==> config.mk <==
export PLATFORM = sky130hd
export DESIGN_NAME = usmd_admit
export DESIGN_NICKNAME = d
export VERILOG_FILES = /design/src/rtl/core/usmd_pkg.sv /design/src/rtl/core/usmd_admit.sv
export SDC_FILE = /design/constraint.sdc
export NUM_CORES = 1
export LEC_CHECK = 0
export BUFFER_PORTS_ARGS = -buffer_cell sky130_fd_sc_hd__buf_2
export CAP_MARGIN = 5
export CORE_AREA = 2 2 39 41
export DETAILED_ROUTE_END_ITERATION = 6
export DIE_AREA = 0 0 41 43
export SLEW_MARGIN = 40
export SYNTH_ARGS = -nofsm -noshare
export SYNTH_HDL_FRONTEND = slang
export SYNTH_SLANG_ARGS = --single-unit
==> constraint.sdc <==
create_clock -name vclk -period 3.3
set_input_delay 0.495 -clock vclk [all_inputs]
set_output_delay 0.495 -clock vclk [all_outputs]
set_load 0.02 [all_outputs]
==> src/rtl/core/usmd_pkg.sv <==
// Shared types and constants for the unique source address detector.
package usmd_pkg;

  localparam int unsigned BUCKET_COUNT_DEF = 256;
  localparam int unsigned WAYS_PER_BUCKET_DEF = 4;

  localparam int unsigned MAC_W = 48;
  localparam int unsigned COUNT_W = 11;
  localparam logic [COUNT_W-1:0] COUNT_MAX = '1;

  localparam logic [7:0] PROBE_REQUEST_CODE = 8'h40;
  localparam logic signed [7:0] MIN_STRENGTH_RESET = -8'sd60;

  localparam logic REG_MIN_STRENGTH = 1'b0;

  typedef enum logic [1:0] {
    STATUS_IGNORED = 2'd0,
    STATUS_SEEN    = 2'd1,
    STATUS_NEW     = 2'd2,
    STATUS_FULL    = 2'd3
  } status_e;

  typedef struct packed {
    logic       considered;
    logic [7:0] bucket;
  } admit_t;

endpackage

==> src/rtl/core/usmd_admit.sv <==
// Frame filter and bucket selection for the detector.
module usmd_admit #(
  parameter int unsigned BUCKET_COUNT = usmd_pkg::BUCKET_COUNT_DEF
) (
  input  logic               [7:0] frame_control_i,
  input  logic               [7:0] mac_top_i,
  input  logic signed        [7:0] signal_strength_i,
  input  logic signed        [7:0] min_strength_i,
  output usmd_pkg::admit_t         admit_o
);

  logic [7:0] bucket_lut [256];

  // first address byte modulo the bucket count, resolved at elaboration
  for (genvar g = 0; g < 256; g++) begin : g_lut
    assign bucket_lut[g] = 8'(g % BUCKET_COUNT);
  end

  always_comb begin
    admit_o.considered = (frame_control_i == usmd_pkg::PROBE_REQUEST_CODE) &&
                         (signal_strength_i >= min_strength_i);
    admit_o.bucket     = bucket_lut[mac_top_i];
  end

endmodule

# Yosys cells after proc, flatten, opt, wreduce, memory -nomap -nowiden
# Memory sizes are Yosys's and may differ from the RTL's.
# Index checks and enable logic that the tools add are counted.
[classes] addsub=0 mul=0 div=0 magnitude_cmp=2 n_eq_ne=1 shifts=0 n_mux=2 bitwise=1 n_reduce_logical=1
[ops] operator="$mux 8" n=2
[ops] operator="$ge 9x9->1 const B" n=1
[ops] operator="$not 8->9" n=1
[ops] operator="$eq 8x7->1 const B" n=1
[ops] operator="$ge 8x8->1" n=1
[ops] operator="$logic_and 1x1->1" n=1
[totals] ff_bits=0 latchBits=0 ramBits=0 romBits=2048 inputBits=32 output_inout_bits=9 elab_cells=8 mem_count=1
[mem_list] memory="(no name shown)" words=256 word_bits=8 read_ports=1 rd_clocked_by_memory_dff=0 wr=0 line_no="usmd_admit.sv:22" text="admit_o.bucket = bucket_lut[mac_top_i];"

# Logic depth before layout (Yosys ltp)
[depth] depth_word=4 depth_mapped=6 ltp_nobuf=6

# Least setup slack after synthesis
# Ideal clock, no wire load.
[synth_path] kind="input -> output" from="input port signal_strength_i[0]" to="output port admit_o[8] (netlist bit)" t_arrival_ps=1619 required_ps=2805 slack_ps=1186 stages=6 n_path_buf=0 path_cell_list="inv_1 -> ha_1 -> nand2b_1 -> a2111oi_0 -> nor3_1 -> a22o_1"
[synth_rtl] item="start, declared" line_no="usmd_admit.sv:7" text="input logic signed [7:0] signal_strength_i,"
[synth_rtl] item="end, declared" line_no="usmd_admit.sv:9" text="output usmd_pkg::admit_t admit_o"

==> impl_metrics.ini <==
[routing]
drc = 0
drtIter0Drc = 0
wl_per_cell_um = 7.56
via_per_inst = 4.04
drt-total-wl_um = 552
drtAntennaViolNets = 0
drt-pass1-iter-count = 1
via_count = 295

[cts]
post_cts_buffers = 0
postCtsHoldBufs = 0
post_cts_resized = 0

[die]
core_region_area_um2 = 1380
start_util = 0.215
die_y_um = 43
die-area_um2 = 1760
ios = 41
core.rowCount = 14
die_w_um = 41

[power_and_ir_drop]
leakagePower_nw = 0.232
total_power_uw = 33.8
seqPwrFrac = 0
clockPowerShare = 0
internal-power_uw = 19.9
p_sw_uw = 13.9
power_density_nw_per_um2 = 88.4
sw_frac_of_total = 0.412
combPwrFrac = 1.000
vdd_drop_max_uv = 19.4

[setup_path]
crit_chain = buf_2, inv_1, ha_1, nand2b_1, a2111oi_0, nor3_1, a22o_1, buf_2
path_class = primary input to primary output
crit_start = signal_strength_i[0]
cpPeakStageDelay_ns = 0.42
cp_common_cell = buf_2
startpoint_type = primary input
endpoint_kind = primary output
cp_max_fo = 1
required_ns = 2.80
worst_path_max_delay_cell = a2111oi_0
crit_arrival_ns = 1.87

[yosys]
synth.cell_area_um2 = 298
yosysUniqueCellTypes = 15
ys_warn_count = 0
syn_nets = 80
netlist_instances = 40
ys_seq_area_frac = 0
syn_avg_cell_area_um2 = 7.44

[placement]
numPortBuffers = 25
gp_congestion = 0.599
place_area_um2 = 383
dpl.hpwl_um = 534

[global_route]
grt_pass1_wl_um = 862
grt_antenna_before_repair = 0
grt_overflow = 0
grtUsageTotal = 0.0649
grt_max_degree = 4
grt_pass1_vias = 231

[hold_path]
min_path_type = primary input to primary output
worstHoldStart = mac_top_i[4]

[timing]
whs_ns = 0.990
worst_slew_pin_slew_ns = 0.401
period_share = 0.717
slew_violations = 0
hold_viol = 0
slew_headroom = 0.726
rsz0062_at_grt = no
setup_viol = 0
period_needed_ns = 2.37
fmax_ghz = 0.423
tns_ns = 0

[layout]
fill_cells = 157
drive_gt1_frac = 0.474
fin_area_um2 = 383
diodes = 0
regArea_um2 = 0
n_clock_buffer = 0
design.seq.count = 0
syn2layout_area_growth_pct = 28.6
mostFrequentLayoutCells = buf_2, inv_1, ha_1, nor3_1, nor2_1
final_common_cell = buf_2
multi_input_area_um2 = 204
final_nets = 99

[status]
status = finished clean

[job]
max_cap_viol_count = 0
-- worst max-delay path: cells and delay by family --
kind	cells	cell delay, ns
fa+ha+maj	1	0.26
compound gates	2	0.62
buf+inv	3	0.26
simple gates	2	0.23
-- cell families after synthesis --
group | after synthesis | synth area share
buffers and inverters | 17 | 0.315
AND/OR/NAND/NOR | 11 | 0.248
adder cells (fa/ha/maj) | 8 | 0.336
AO/OA/AOI/OAI | 4 | 0.101
-- worst paths after layout --
path / end / cells after the start
hold / removal: admit_o[4] / 0
setup / recovery: admit_o[8] / 8
-- power by group through the flow --
| stage | Clock, mW | Sequential, mW | Combinational [mW] |
|---|---|---|---|
| 2_1_floorplan | 0 | 0 | 0.0317 |
| 3_3_place_gp | 0 | 0 | 0.0338 |
| 3_5_place_dp | 0 | 0 | 0.0343 |
| 4_1_cts | 0 | 0 | 0.0346 |
| 5_1_grt | 0 | 0 | 0.0405 |
| 6_report | 0 | 0 | 0.0338 |
-- cells in the mapped netlist (all sizes together) --
master	count	area [µm²]
or4	1	11.3
nor4	1	12.5
ha	8	100
o211ai	1	7.51
or4b	1	10.0
buf	8	60.1
a21oi	1	5.00
nand2b	1	6.26
nor2b	1	6.26
a22o	1	8.76
a2111oi	1	8.76
nor3	3	15.0
inv	9	33.8
nor2	2	7.51
nand3	1	5.00
-- metrics by stage --
step                cells  utilization  setup WS [ns]
global route           73        0.277          0.809
detailed placement     73        0.277          0.947
global placement       73        0.277          0.950
CTS                    73        0.277          0.935
finish                 73        0.277          0.934
floorplan              40            -           1.19
-- per-layer routing --
metal / track usage / vias to the layer above / share of wire
li1: - / 163 / -
met1: 0.0886 / 114 / 0.41
met2: 0.106 / 16 / 0.44
met3: 0.0105 / 2 / 0.13
met4: 0.00667 / 0 / 0.011
met5: 0 / - / 0
-- final cells by class --
cell class | count | share of cell area
inverter | 9 | 0.0882
multi-input combinational | 23 | 0.533
tap | 16 | 0.0523
timing repair buffer | 25 | 0.327
Note: power is estimated with default switching activity, not from simulation.
